File: src/hw/rtl/ihex_pkg.sv
// Shared types and constants for the Intel HEX record loader.
package ihex_pkg;

    // Result kinds
    localparam logic [1:0] KIND_WRITE = 2'd0;
    localparam logic [1:0] KIND_EOF   = 2'd1;
    localparam logic [1:0] KIND_ERROR = 2'd2;

    // Request commands
    localparam logic CMD_CHAR    = 1'b0;
    localparam logic CMD_RESTART = 1'b1;

    // Character classes; 0..15 are hex digit values
    localparam logic [4:0] CLS_SPACE = 5'd16;
    localparam logic [4:0] CLS_PLUS  = 5'd17;
    localparam logic [4:0] CLS_MINUS = 5'd18;
    localparam logic [4:0] CLS_OTHER = 5'd19;

    localparam logic [7:0] CH_COLON = 8'h3a;
    localparam logic [7:0] CH_CR    = 8'h0d;
    localparam logic [7:0] CH_LF    = 8'h0a;
    localparam logic [7:0] CH_SPACE = 8'h20;
    localparam logic [7:0] CH_TAB   = 8'h09;
    localparam logic [7:0] CH_PLUS  = 8'h2b;
    localparam logic [7:0] CH_MINUS = 8'h2d;

    localparam logic [7:0] REC_DATA = 8'h00;
    localparam logic [7:0] REC_EOF  = 8'h01;

    typedef enum logic [2:0] {
        PH_START,
        PH_COUNT,
        PH_ADDR,
        PH_TYPE,
        PH_DATA,
        PH_CSUM,
        PH_AFTER_CS,
        PH_AFTER_CR
    } phase_t;

    // One classified request, as held in the queue
    typedef struct packed {
        logic       cmd;
        logic       is_hex;
        logic [3:0] hex;
        logic [4:0] cls;
        logic       is_colon;
        logic       is_cr;
        logic       is_lf;
    } char_info_t;

endpackage

File: src/hw/rtl/intel_hex_record_loader.sv
// Top level of the Intel HEX record loader: front, queue and back.
//
//  channel | signals                                  | direction
//  --------+------------------------------------------+----------
//  in      | in_valid, in_ready, cmd, char_in         | request in
//  out     | out_valid, out_ready, kind, write_addr,  | result out
//          | write_data                               |
//
// One character per cycle sustained while the output is not stalled; a taken request is
// written into the queue, and the queue head is decoded straight into the result register.
// The parser state machine in the back end updates once per character.
// rst_n clears the queue and the parser; the block then ignores characters
// until a restart request. An output stall fills the queue, then drops in_ready.
module intel_hex_record_loader
    import ihex_pkg::*;
#(
    parameter int QUEUE_DEPTH = 2
)
(
    input  logic        clk,
    input  logic        rst_n,
    input  logic        in_valid,
    output logic        in_ready,
    input  logic        cmd,
    input  logic [7:0]  char_in,
    output logic        out_valid,
    input  logic        out_ready,
    output logic [1:0]  kind,
    output logic [15:0] write_addr,
    output logic [7:0]  write_data
);

    char_info_t push_info;
    char_info_t head_info;
    logic       push;
    logic       pop;
    logic       q_full;
    logic       q_empty;

    ihex_front u_front (
        .in_valid  (in_valid),
        .in_ready  (in_ready),
        .cmd       (cmd),
        .char_in   (char_in),
        .q_full    (q_full),
        .push      (push),
        .push_info (push_info)
    );

    ihex_queue #(
        .DEPTH (QUEUE_DEPTH)
    ) u_queue (
        .clk       (clk),
        .rst_n     (rst_n),
        .push      (push),
        .push_info (push_info),
        .pop       (pop),
        .head_info (head_info),
        .q_full    (q_full),
        .q_empty   (q_empty)
    );

    ihex_back u_back (
        .clk        (clk),
        .rst_n      (rst_n),
        .head_info  (head_info),
        .q_empty    (q_empty),
        .pop        (pop),
        .out_valid  (out_valid),
        .out_ready  (out_ready),
        .kind       (kind),
        .write_addr (write_addr),
        .write_data (write_data)
    );

endmodule

File: src/hw/rtl/ihex_front.sv
// Front end: accepts requests and classifies each character.
module ihex_front
    import ihex_pkg::*;
(
    input  logic       in_valid,
    output logic       in_ready,
    input  logic       cmd,
    input  logic [7:0] char_in,
    input  logic       q_full,
    output logic       push,
    output char_info_t push_info
);

    logic       is_hex;
    logic [3:0] hex;
    logic       is_space;

    always_comb
    begin
        is_hex = 1'b1;
        hex    = 4'h0;
        if (char_in >= 8'h30 && char_in <= 8'h39)
        begin
            hex = 4'(char_in - 8'h30);
        end
        else if (char_in >= 8'h61 && char_in <= 8'h66)
        begin
            hex = 4'(char_in - 8'h57);
        end
        else if (char_in >= 8'h41 && char_in <= 8'h46)
        begin
            hex = 4'(char_in - 8'h37);
        end
        else
        begin
            is_hex = 1'b0;
        end
    end

    // space, TAB, LF, VT, FF, CR
    assign is_space = (char_in == CH_SPACE) || (char_in >= CH_TAB && char_in <= CH_CR);

    always_comb
    begin
        push_info.cmd      = cmd;
        push_info.is_hex   = is_hex;
        push_info.hex      = hex;
        push_info.is_colon = (char_in == CH_COLON);
        push_info.is_cr    = (char_in == CH_CR);
        push_info.is_lf    = (char_in == CH_LF);
        if (is_hex)
            push_info.cls = {1'b0, hex};
        else if (is_space)
            push_info.cls = CLS_SPACE;
        else if (char_in == CH_PLUS)
            push_info.cls = CLS_PLUS;
        else if (char_in == CH_MINUS)
            push_info.cls = CLS_MINUS;
        else
            push_info.cls = CLS_OTHER;
    end

    assign in_ready = !q_full;
    assign push     = in_valid && in_ready;

endmodule

File: src/hw/rtl/ihex_queue.sv
// Small FIFO of classified requests between front and back.
module ihex_queue
    import ihex_pkg::*;
#(
    parameter int DEPTH = 2
)
(
    input  logic       clk,
    input  logic       rst_n,
    input  logic       push,
    input  char_info_t push_info,
    input  logic       pop,
    output char_info_t head_info,
    output logic       q_full,
    output logic       q_empty
);

    localparam int PW = (DEPTH > 1) ? $clog2(DEPTH) : 1;
    localparam int CW = $clog2(DEPTH + 1);
    localparam logic [PW-1:0] LAST  = PW'(DEPTH - 1);
    localparam logic [CW-1:0] FULLC = CW'(DEPTH);

    char_info_t    mem_reg [DEPTH];
    logic [PW-1:0] wr_ptr_reg, wr_ptr_next;
    logic [PW-1:0] rd_ptr_reg, rd_ptr_next;
    logic [CW-1:0] count_reg, count_next;

    assign q_full    = (count_reg == FULLC);
    assign q_empty   = (count_reg == '0);
    assign head_info = mem_reg[rd_ptr_reg];

    always_comb
    begin
        wr_ptr_next = wr_ptr_reg;
        rd_ptr_next = rd_ptr_reg;
        count_next  = count_reg;
        if (push)
            wr_ptr_next = (wr_ptr_reg == LAST) ? '0 : wr_ptr_reg + 1'b1;
        if (pop)
            rd_ptr_next = (rd_ptr_reg == LAST) ? '0 : rd_ptr_reg + 1'b1;
        if (push && !pop)
            count_next = count_reg + 1'b1;
        else if (pop && !push)
            count_next = count_reg - 1'b1;
    end

    always_ff @(posedge clk or negedge rst_n)
    begin
        if (!rst_n)
        begin
            wr_ptr_reg <= '0;
            rd_ptr_reg <= '0;
            count_reg  <= '0;
        end
        else
        begin
            wr_ptr_reg <= wr_ptr_next;
            rd_ptr_reg <= rd_ptr_next;
            count_reg  <= count_next;
        end
    end

    always_ff @(posedge clk)
    begin
        if (push)
            mem_reg[wr_ptr_reg] <= push_info;
    end

endmodule

File: src/hw/rtl/ihex_back.sv
// Back end: record parser state machine and result register.
module ihex_back
    import ihex_pkg::*;
(
    input  logic        clk,
    input  logic        rst_n,
    input  char_info_t  head_info,
    input  logic        q_empty,
    output logic        pop,
    output logic        out_valid,
    input  logic        out_ready,
    output logic [1:0]  kind,
    output logic [15:0] write_addr,
    output logic [7:0]  write_data
);

    phase_t      phase_reg, phase_next;
    logic [4:0]  first_nibble_reg, first_nibble_next;
    logic [7:0]  byte_count_reg, byte_count_next;
    logic [15:0] load_address_reg, load_address_next;
    logic [1:0]  pair_index_reg, pair_index_next;
    logic        stopped_reg, stopped_next;

    logic        out_valid_reg, out_valid_next;
    logic [1:0]  kind_reg, kind_next;
    logic [15:0] addr_reg, addr_next;
    logic [7:0]  data_reg, data_next;

    logic        emit;
    logic [7:0]  pair_byte;
    logic [7:0]  count_dec;

    // Two-character strtol in base 16
    function automatic logic [7:0] decode_pair(input logic [4:0] cls, input char_info_t ci);
        logic [7:0] v;
        v = 8'h00;
        if (!cls[4])
            v = ci.is_hex ? {cls[3:0], ci.hex} : {4'h0, cls[3:0]};
        else if (!ci.is_hex)
            v = 8'h00;
        else if (cls == CLS_SPACE || cls == CLS_PLUS)
            v = {4'h0, ci.hex};
        else if (cls == CLS_MINUS)
            v = 8'h00 - {4'h0, ci.hex};
        return v;
    endfunction

    assign pop       = !q_empty && (!out_valid_reg || out_ready);
    assign pair_byte = decode_pair(first_nibble_reg, head_info);
    assign count_dec = byte_count_reg - 8'd1;

    always_comb
    begin
        phase_next        = phase_reg;
        first_nibble_next = first_nibble_reg;
        byte_count_next   = byte_count_reg;
        load_address_next = load_address_reg;
        pair_index_next   = pair_index_reg;
        stopped_next      = stopped_reg;
        emit              = 1'b0;
        kind_next         = kind_reg;
        addr_next         = addr_reg;
        data_next         = data_reg;

        if (pop)
        begin
            if (head_info.cmd == CMD_RESTART)
            begin
                phase_next        = PH_START;
                first_nibble_next = '0;
                byte_count_next   = '0;
                load_address_next = '0;
                pair_index_next   = '0;
                stopped_next      = 1'b0;
            end
            else if (!stopped_reg)
            begin
                unique case (phase_reg)
                    PH_START, PH_AFTER_CS, PH_AFTER_CR:
                    begin
                        if (phase_reg == PH_AFTER_CS && head_info.is_cr)
                            phase_next = PH_AFTER_CR;
                        else if (phase_reg != PH_START && head_info.is_lf)
                            phase_next = PH_START;
                        else
                        begin
                            // record start check
                            pair_index_next = '0;
                            if (head_info.is_colon)
                                phase_next = PH_COUNT;
                            else
                            begin
                                phase_next   = PH_START;
                                stopped_next = 1'b1;
                                emit         = 1'b1;
                                kind_next    = KIND_ERROR;
                                addr_next    = '0;
                                data_next    = '0;
                            end
                        end
                    end
                    PH_COUNT, PH_ADDR, PH_TYPE, PH_DATA, PH_CSUM:
                    begin
                        if (!pair_index_reg[0])
                        begin
                            first_nibble_next  = head_info.cls;
                            pair_index_next[0] = 1'b1;
                        end
                        else
                        begin
                            pair_index_next = '0;
                            unique case (phase_reg)
                                PH_COUNT:
                                begin
                                    byte_count_next = pair_byte;
                                    phase_next      = PH_ADDR;
                                end
                                PH_ADDR:
                                begin
                                    if (!pair_index_reg[1])
                                    begin
                                        load_address_next = {pair_byte, 8'h00};
                                        pair_index_next   = 2'b10;
                                    end
                                    else
                                    begin
                                        load_address_next = {load_address_reg[15:8], pair_byte};
                                        phase_next        = PH_TYPE;
                                    end
                                end
                                PH_TYPE:
                                begin
                                    if (pair_byte == REC_DATA)
                                        phase_next = (byte_count_reg != 8'd0) ? PH_DATA : PH_CSUM;
                                    else
                                    begin
                                        // unknown types fall back to the ':' check
                                        phase_next = PH_START;
                                        if (pair_byte == REC_EOF)
                                        begin
                                            stopped_next = 1'b1;
                                            emit         = 1'b1;
                                            kind_next    = KIND_EOF;
                                            addr_next    = '0;
                                            data_next    = '0;
                                        end
                                    end
                                end
                                PH_DATA:
                                begin
                                    load_address_next = load_address_reg + 16'd1;
                                    byte_count_next   = count_dec;
                                    if (count_dec == 8'd0)
                                        phase_next = PH_CSUM;
                                    emit      = 1'b1;
                                    kind_next = KIND_WRITE;
                                    addr_next = load_address_reg;
                                    data_next = pair_byte;
                                end
                                default:
                                begin
                                    phase_next = PH_AFTER_CS;
                                end
                            endcase
                        end
                    end
                    default:
                    begin
                        phase_next = PH_START;
                    end
                endcase
            end
        end

        if (emit)
            out_valid_next = 1'b1;
        else if (out_ready)
            out_valid_next = 1'b0;
        else
            out_valid_next = out_valid_reg;
    end

    always_ff @(posedge clk or negedge rst_n)
    begin
        if (!rst_n)
        begin
            phase_reg        <= PH_START;
            first_nibble_reg <= '0;
            byte_count_reg   <= '0;
            load_address_reg <= '0;
            pair_index_reg   <= '0;
            stopped_reg      <= 1'b1;
            out_valid_reg    <= 1'b0;
        end
        else
        begin
            phase_reg        <= phase_next;
            first_nibble_reg <= first_nibble_next;
            byte_count_reg   <= byte_count_next;
            load_address_reg <= load_address_next;
            pair_index_reg   <= pair_index_next;
            stopped_reg      <= stopped_next;
            out_valid_reg    <= out_valid_next;
        end
    end

    always_ff @(posedge clk)
    begin
        kind_reg <= kind_next;
        addr_reg <= addr_next;
        data_reg <= data_next;
    end

    assign out_valid  = out_valid_reg;
    assign kind       = kind_reg;
    assign write_addr = addr_reg;
    assign write_data = data_reg;

endmodule

File: config.mk
export PLATFORM = sky130hd
export DESIGN_NAME = intel_hex_record_loader
export DESIGN_NICKNAME = d
export VERILOG_FILES = /design/src/hw/rtl/ihex_pkg.sv /design/src/hw/rtl/intel_hex_record_loader.sv /design/src/hw/rtl/ihex_front.sv /design/src/hw/rtl/ihex_queue.sv /design/src/hw/rtl/ihex_back.sv
export SDC_FILE = /design/constraint.sdc
export NUM_CORES = 1
export LEC_CHECK = 0
export BUFFER_PORTS_ARGS = -buffer_cell sky130_fd_sc_hd__buf_2
export CELL_PAD_IN_SITES_DETAIL_PLACEMENT = 1
export CELL_PAD_IN_SITES_GLOBAL_PLACEMENT = 2
export CORE_ASPECT_RATIO = 1.25
export CORE_UTILIZATION = 42
export DETAILED_ROUTE_END_ITERATION = 8
export HOLD_SLACK_MARGIN = 0.12
export PLACE_DENSITY = 0.83
export SYNTH_ARGS = -nofsm -noshare
export SYNTH_HDL_FRONTEND = slang
export SYNTH_SLANG_ARGS = --single-unit
File: constraint.sdc
create_clock -name clk -period 13 [get_ports clk]
set_input_delay 2.6 -clock clk [delete_from_list [all_inputs] [get_ports clk]]
set_output_delay 2.6 -clock clk [all_outputs]
set_load 0.005 [all_outputs]
==> metrics.csv, run 1 <==
stage;metric;value;unit
outcome;outcome;finished, final reports clean;
worst_hold_path;hold_start;u_queue.wr_ptr_reg;
setup_path;critPathKind;in2reg;
global_route;grt_pass1_wl;21.71;mm
die;die_w;100.6;um
timing;hold_viol_final;0;
logic_synthesis;syn_nets;520;
setup_path;crit_path_start;out_ready;
final_layout;post-route-util;0.4938;
detailed_routing;drt.antenna.violating_nets;0;
final_layout;largest_reg_flops;28;
final_layout;final_nets;559;
pwr;p_int;0.7336;mW
final_layout;multi_input_area;0.002328;mm2
logic_synthesis;yosysTopAreaCell;edfxtp_1;
logic_synthesis;synth_enable_flop_cells;54;
place;io_buffer_count;40;
timing;relSlewSlack;0.2495;
logic_synthesis;synth-seq-cells;94;
timing;fin_crit;4.065;ns
setup_path;rrSetupSlack;9.58;ns
clock_network;hold_buffers;0;
logic_synthesis;synthMuxAreaShare;0.03824;
logic_synthesis;synthDistinctLibCells;74;
die;io_pins;41;
die;dieArea;0.01260;mm2
global_route;grt.total_usage;0.2220;
logic_synthesis;synth_top_family_by_area;simple AND/OR/NAND/NOR gates;
setup_path;path_max_fanout;26;
place;dp.cells;686;
clock_network;ctsResizeCount;0;
global_route;grt_pass1_vias;4280;
global_route;grt_max_degree;41;
logic_synthesis;synth_top_area_share;0.3177;
timing;fin_crit_sh;0.3127;
setup_path;crit_path_start_kind;primary input;
setup_path;r2r_cells;8;
clock_network;cts.sinks;94;
place;hpwl;9.518;mm
timing;setup_tns;0;ns
clock_network;cts_buffers;9;
logic_synthesis;synth_ff_type;edfxtp_1;
die;initial_core_util;0.4352;
die;die_y;125.2;um
logic_synthesis;synth_area_per_cell;10.27;um2
setup_path;worstPathRequired;13.00;ns
final_layout;antenna_cells;0;
final_layout;area_growth;13.46;%
logic_synthesis;yosysWarnings;0;
pwr;switching_share;0.3765;
pwr;p_total;1.177;mW
final_layout;fillCellCount;1323;
die;core_area;0.01173;mm2
clock_network;htree_levels;3;
run;cap_viol_max_count;0;
pwr;p_leak;2.355;nW
pwr;power_density;203.2;mW/mm2
logic_synthesis;syn_inst;497;
logic_synthesis;yosys-top-cells-area;edfxtp_1, dfrtp_1, o21ai_0;
timing;grt_setup_unrepaired;no;
detailed_routing;via_per_inst;5.802;
place;gp_congestion;0.8228;
global_route;grt-ovfl-total;0;
detailed_routing;drc;0;
final_layout;drive_gt1_frac;0.1553;
detailed_routing;post_drt_wl_per_cell;18.76;um
logic_synthesis;synth_fa_ha_area_frac;0.02452;
detailed_routing;drt_pass1_iterations;4;
die;std_cell_rows;44;
clock_network;clock_path_buffers;2;
timing;tightest_slew;1.122;ns
clock_network;clk_pin_slew;0.07;ns
logic_synthesis;synth_xor_area_frac;0.01716;
logic_synthesis;yosysSeqAreaShare;0.5141;
pwr;clkPwrFrac;0.239;
pwr;vdd_drop_max;0.00007568;V
detailed_routing;wl;13.17;mm
final_layout;fin_cells;702;
logic_synthesis;synth-simple-area-share;0.1944;
global_route;grt_antenna_before_repair;0;
timing;slew_viol_final;0;
logic_synthesis;syn_area;0.005104;mm2
worst_hold_path;hold_depth;1;
setup_path;r2r_start;u_queue.rd_ptr_reg;
timing;skew;0.008957;ns
pwr;pwr-share-comb;0.380;
timing;fmax;0.2460;GHz
detailed_routing;drt-initial-drc-count;226;
clock_network;cts_tree;yes;
timing;setup_viol;0;
clock_network;root_buffer;clkbuf_16;
setup_path;critPathArrivalTime;4.07;ns
pwr;switching_power;0.4430;mW
detailed_routing;vias;4073;
logic_synthesis;async_flop_share;0.4255;
logic_synthesis;synth_compound_area_frac;0.1795;
final_layout;register_area;0.002624;mm2
clock_network;post_cts.repair.setup_buffers;0;
clock_network;worstSkewPairLatency;0.34;ns
setup_path;end_kind;flop;
worst_hold_path;hold_class;reg2reg;
pwr;seqPwrFrac;0.381;
[cells in the mapped netlist (all sizes together), types with 3 or more instances]
| cell type | instances |
|---|---|
| o21bai | 4 |
| nand3 | 13 |
| nand3b | 4 |
| xor2 | 3 |
| inv | 17 |
| a21o | 5 |
| dfrtp | 39 |
| ha | 10 |
| nor4 | 4 |
| nor3 | 18 |
| a2bb2oi | 4 |
| nor2 | 56 |
| clkbuf | 10 |
| mux2i | 15 |
| nand2 | 43 |
| a21oi | 26 |
| nor4b | 5 |
| o31ai | 4 |
| nand2b | 4 |
| a211oi | 5 |
| nand4 | 4 |
| and3 | 19 |
| o31a | 3 |
| xnor2 | 7 |
| and4 | 3 |
| a31oi | 6 |
| o21ai | 49 |
| buf | 9 |
| and2 | 3 |
| nor2b | 8 |
| mux2 | 3 |
| a22o | 7 |
| edfxtp | 54 |
[logic make-up (layout without fill, tap and decap cells)]
kind of cell    after synthesis  after routing
mux                          18             18
compound gates              137            137
buf+inv                      36             80
xor+xnor                     10             10
simple gates                192            192
fa+ha+maj                    10             10
flops                        94             94
[cells in the final DEF (no fill, tap or decap), types with 8 or more instances in the layout]
cell type  synthesis  final
a21oi_1           25     25
mux2i_1           14     14
clkbuf_16          0      9
edfxtp_1          54     54
buf_2              5     40
nand3_1           13     13
dfrtp_1           39     39
nor2b_1            8      8
and3_1            19     19
o21ai_0           48     48
inv_1             17     17
nand2_1           43     43
nor2_1            56     56
ha_1              10     10
nor3_1            15     15
[area by class of cell]
class                      instances  share of cell area
clock buffer                       9             0.03889
multi-input combinational        367              0.4021
sequential                        94              0.4531
tap                              161             0.03479
timing repair buffer              47             0.04365
clock inverter                     7             0.01642
inverter                          17             0.01102
[worst paths after layout]
path,endpoint
worst min-delay path,u_queue.wr_ptr_reg
worst min register to register,u_queue.wr_ptr_reg
worst max-delay path,u_back.write_addr[6]
worst max register to register,u_back.write_addr[6]
max in group asynchronous,u_back.pair_index_reg[1]
min in group asynchronous,u_back.phase_reg[0]
[per-stage QoR]
| stage | cell area (um2) | setup WS (ns) | hold slack, ns |
|---|---|---|---|
| 6_report | 5791 | 8.935 | 0.5049 |
| 3_5_place_dp | 5470 | 8.590 | 0.4942 |
| 4_1_cts | 5791 | 8.943 | 0.5057 |
| 2_1_floorplan | 5104 | 7.315 | 0.4608 |
| 5_1_grt | 5791 | 8.773 | 0.5297 |
| 3_3_place_gp | 5470 | 8.624 | 0.4785 |
[metal layers]
layer,global-route usage,vias up,wire length (um)
met3,0.02404,18,262
met1,0.2472,2061,5428
met5,0,-,0
met2,0.4291,63,7256
met4,0.07332,0,221
li1,-,1931,-
[power by group through the flow]
stage | Clock (mW) | Sequential (mW) | Combinational (mW)
finish | 0.281 | 0.449 | 0.447
floorplan | 0 | 0.431 | 0.323
CTS | 0.288 | 0.449 | 0.451
detailed placement | 0 | 0.454 | 0.445
global route | 0.296 | 0.458 | 0.495
global placement | 0 | 0.450 | 0.436
[worst max-delay path, stage by stage]
cell and delay (ns):
buf_2 0.07, nor2b_1 0.07, nor2_1 0.30, nand2_1 0.18
a21oi_1 0.15, nand2_1 0.11, a211oi_4 0.21, buf_4 0.35
Note: power is estimated with default switching activity, not from simulation.
==> inputs of run 2 (changes only) <==
ABC_AREA = 1   (was default)
CORE_UTILIZATION = 33   (was 42)
PLACE_DENSITY = 0.73   (was 0.83)
clock period = 3.6 ns   (was 13 ns; I/O delays follow)
==> metrics.csv, run 2 <==
stage;metric;value;unit;change
outcome;outcome;finished, final reports clean;;unchanged
timing;hold_viol_final;0;;unchanged
clock_network;ctsResizeCount;0;;unchanged
final_layout;multi_input_area;0.002069;mm2;was 0.002328 mm2
setup_path;rrSetupSlack;0.94;ns;was 9.58 ns
final_layout;fin_cells;820;;was 702
logic_synthesis;yosysSeqAreaShare;0.5184;;was 0.5141
clock_network;cts_buffers;9;;unchanged
place;io_buffer_count;40;;unchanged
die;io_pins;41;;unchanged
place;hpwl;10.49;mm;was 9.518 mm
clock_network;hold_buffers;0;;unchanged
logic_synthesis;synth_ff_type;edfxtp_1;;unchanged
logic_synthesis;yosys-top-cells-area;edfxtp_1, dfrtp_1, nand2_1;;was edfxtp_1, dfrtp_1, o21ai_0
die;die_y;140.5;um;was 125.2 um
timing;fin_crit;2.657;ns;
clock_network;clock_path_buffers;2;;unchanged
global_route;grt.total_usage;0.1887;;was 0.2220
final_layout;final_nets;656;;was 559
detailed_routing;post_drt_wl_per_cell;16.54;um;was 18.76 um
logic_synthesis;async_flop_share;0.4255;;unchanged
logic_synthesis;yosysWarnings;0;;unchanged
setup_path;r2r_start;u_queue.rd_ptr_reg;;unchanged
logic_synthesis;synth_common_cells;nand2_1, inv_1, nor2_1, edfxtp_1, o21ai_0;;was nor2_1, edfxtp_1, o21ai_0, nand2_1, dfrtp_1
run;cap_viol_max_count;0;;unchanged
timing;skew;0.008498;ns;was 0.008957 ns
pwr;switching_share;0.4336;;was 0.3765
clock_network;cts.sinks;94;;unchanged
final_layout;largest_reg_flops;28;;unchanged
logic_synthesis;syn_area;0.005061;mm2;was 0.005104 mm2
detailed_routing;drt_pass1_iterations;4;;unchanged
setup_path;critPathMaxStageDelay;0.37;ns;was 0.35 ns
die;initial_core_util;0.3385;;was 0.4352
final_layout;antenna_cells;0;;unchanged
die;std_cell_rows;50;;was 44
pwr;clkPwrFrac;0.208;;was 0.239
die;core_area;0.01495;mm2;was 0.01173 mm2
timing;relSlewSlack;0.4155;;was 0.2495
timing;fmax;0.3764;GHz;
global_route;grt_max_degree;43;;was 41
timing;slew_viol_final;0;;unchanged
detailed_routing;via_per_inst;5.015;;was 5.802
detailed_routing;wl;13.56;mm;was 13.17 mm
timing;setup_viol;0;;unchanged
clock_network;cts_tree;yes;;unchanged
clock_network;root_buffer;clkbuf_16;;unchanged
setup_path;crit_path_start_kind;flop;;was primary input
logic_synthesis;synth_enable_flop_cells;54;;unchanged
pwr;power_density;852.6;mW/mm2;was 203.2 mW/mm2
logic_synthesis;syn_nets;607;;was 520
final_layout;post-route-util;0.3895;;was 0.4938
logic_synthesis;synth_top_area_share;0.3204;;was 0.3177
logic_synthesis;yosysTopAreaCell;edfxtp_1;;unchanged
timing;fin_ws;0.9434;ns;was 8.935 ns
clock_network;post_cts.repair.setup_buffers;0;;unchanged
setup_path;path_cells;inv_1, nand2_1, nand2_1, ha_1, inv_1, nand2_1, xor2_1, nand2_1, nand2_1, nand2_1, and2_1, a21oi_1, nand2_1, inv_1, buf_4;;was buf_2, nor2b_1, nor2_1, nand2_1, a21oi_1, nand2_1, a211oi_4, buf_4
pwr;seqPwrFrac;0.340;;was 0.381
pwr;p_leak;2.529;nW;was 2.355 nW
setup_path;critical_path.most_common_cell;nand2_1;;unchanged
final_layout;drive_gt1_frac;0.1426;;was 0.1553
final_layout;area_growth;15.08;%;was 13.46%
final_layout;register_area;0.002624;mm2;unchanged
setup_path;worstPathRequired;3.62;ns;was 13.00 ns
logic_synthesis;synth_most_common_cell;nand2_1;;was nor2_1
setup_path;critPathKind;reg2reg;;was in2reg
die;dieArea;0.01584;mm2;was 0.01260 mm2
final_layout;final_common_cell;nand2_1;;was nor2_1
clock_network;worstSkewPairLatency;0.36;ns;was 0.34 ns
detailed_routing;drt.antenna.violating_nets;0;;unchanged
place;gp_congestion;0.8394;;was 0.8228
place;dp.cells;804;;was 686
pwr;pwr-share-comb;0.452;;was 0.380
final_layout;fillCellCount;1769;;was 1323
detailed_routing;vias;4112;;was 4073
setup_path;critPathArrivalTime;2.68;ns;was 4.07 ns
logic_synthesis;synthDistinctLibCells;44;;was 74
global_route;grt_antenna_before_repair;0;;unchanged
worst_hold_path;hold_class;in2async;;was reg2reg
global_route;grt_pass1_vias;4364;;was 4280
timing;grt_setup_unrepaired;no;;unchanged
global_route;grt-ovfl-total;0;;unchanged
logic_synthesis;synth_area_per_cell;8.666;um2;was 10.27 um2
setup_path;end_kind;flop;;unchanged
logic_synthesis;synth-seq-cells;94;;unchanged
place;pre_cts_ws;0.8826;ns;was 8.590 ns
pwr;vdd_drop_max;0.0002263;V;was 0.00007568 V
die;die_w;112.8;um;was 100.6 um
setup_path;r2r-end;u_back.write_addr[4];;was u_back.write_addr[6]
setup_path;path_max_fanout;26;;unchanged
setup_path;worst_path_max_delay_cell;dfrtp_1;;was buf_4
global_route;grt_pass1_wl;22.47;mm;was 21.71 mm
clock_network;clk_pin_slew;0.07;ns;about the same
detailed_routing;drc;0;;unchanged
detailed_routing;drt-initial-drc-count;213;;was 226
pwr;p_int;2.813;mW;was 0.7336 mW
final_layout;layout_common_cells;nand2_1, inv_1, nor2_1, edfxtp_1, o21ai_0;;was nor2_1, edfxtp_1, o21ai_0, nand2_1, buf_2
clock_network;htree_levels;3;;unchanged
pwr;switching_power;2.153;mW;was 0.4430 mW
timing;tightest_slew;0.8768;ns;was 1.122 ns
setup_path;r2r_cells;15;;was 8
timing;setup_tns;0;ns;unchanged
timing;fin_crit_sh;0.7380;;
logic_synthesis;syn_inst;584;;was 497
-- run 2: changes by cell type after synthesis, sizes merged, moves of 8 or more --
cell   previous run  this run
nand2            43       132
inv              17        83
nand3            13        34
nor2             56        77
and3             19         0
mux2i            15         1
nor2b             8         0
-- run 2: worst max path at each step --
stage	startpoint	end	slack (ns)	depth (start not counted)
6_report	u_queue.rd_ptr_reg	u_back.write_addr[4]	0.94	15
5_1_grt	u_queue.rd_ptr_reg	u_back.write_addr[5]	0.59	15
4_1_cts	u_queue.rd_ptr_reg	u_back.write_addr[4]	0.88	15
3_5_place_dp	u_queue.rd_ptr_reg	u_back.write_addr[2]	0.88	15
3_3_place_gp	u_queue.rd_ptr_reg	u_back.write_addr[3]	0.96	15
2_1_floorplan	u_queue.rd_ptr_reg	u_back.kind[0]	1.00	15
-- run 2: worst max-delay path, delay by kind of cell (launching register included) --
kind	cells	cell delay, ns
xor gates and xnor gates	1	0.17
adders and majority gates	1	0.17
and+or+nand+nor	8	0.79
DFF	1	0.37
AOI/OAI and AO/OA	1	0.13
buffers and inverters	4	0.68
-- run 2: cells by family after synthesis --
logic type               count (synthesis)  synth area share
AND/OR/NAND/NOR                        276            0.2445
AO/OA/AOI/OAI                           97            0.1169
buffers and inverters                   94           0.07268
XOR/XNOR                                12           0.02077
adder cells (fa/ha/maj)                 10           0.02472
flip-flops                              94            0.5184
multiplexers                             1          0.001978
-- run 2: stage by stage --
stage	area, um2	hold slack [ns]	total power, mW
final	5824	0.4652	4.966
after global routing	5824	0.5210	5.378
after CTS	5824	0.5005	5.050
after detailed placement	5500	0.4941	3.987
after global placement	5500	0.4631	3.939
after floorplan	5061	0.4244	3.251
-- run 2: cell type report --
cell class              instances  area share
well taps                     182     0.03910
clock buffers                  10     0.04103
repair buffers                 49     0.04597
inverters                      83     0.05349
multi-input cells             396      0.3553
clock inverters                 6     0.01461
flip-flops and latches         94      0.4505
-- run 2: power by group through the flow --
stage / Combinational (mW) / Clock (mW) / Sequential, mW
after global placement: 2.24 / 0 / 1.70
after global routing: 2.55 / 1.10 / 1.73
after detailed placement: 2.27 / 0 / 1.71
after floorplan: 1.58 / 0 / 1.67
after CTS: 2.29 / 1.07 / 1.69
final: 2.24 / 1.04 / 1.69
-- run 2: per-layer routing --
| metal | wire, um | up-vias | track usage |
|---|---|---|---|
| li1 | - | 2041 | - |
| met1 | 5163 | 1989 | 0.1866 |
| met3 | 274 | 26 | 0.02899 |
| met4 | 501 | 0 | 0.1046 |
| met2 | 7625 | 56 | 0.3694 |
| met5 | 0 | - | 0 |
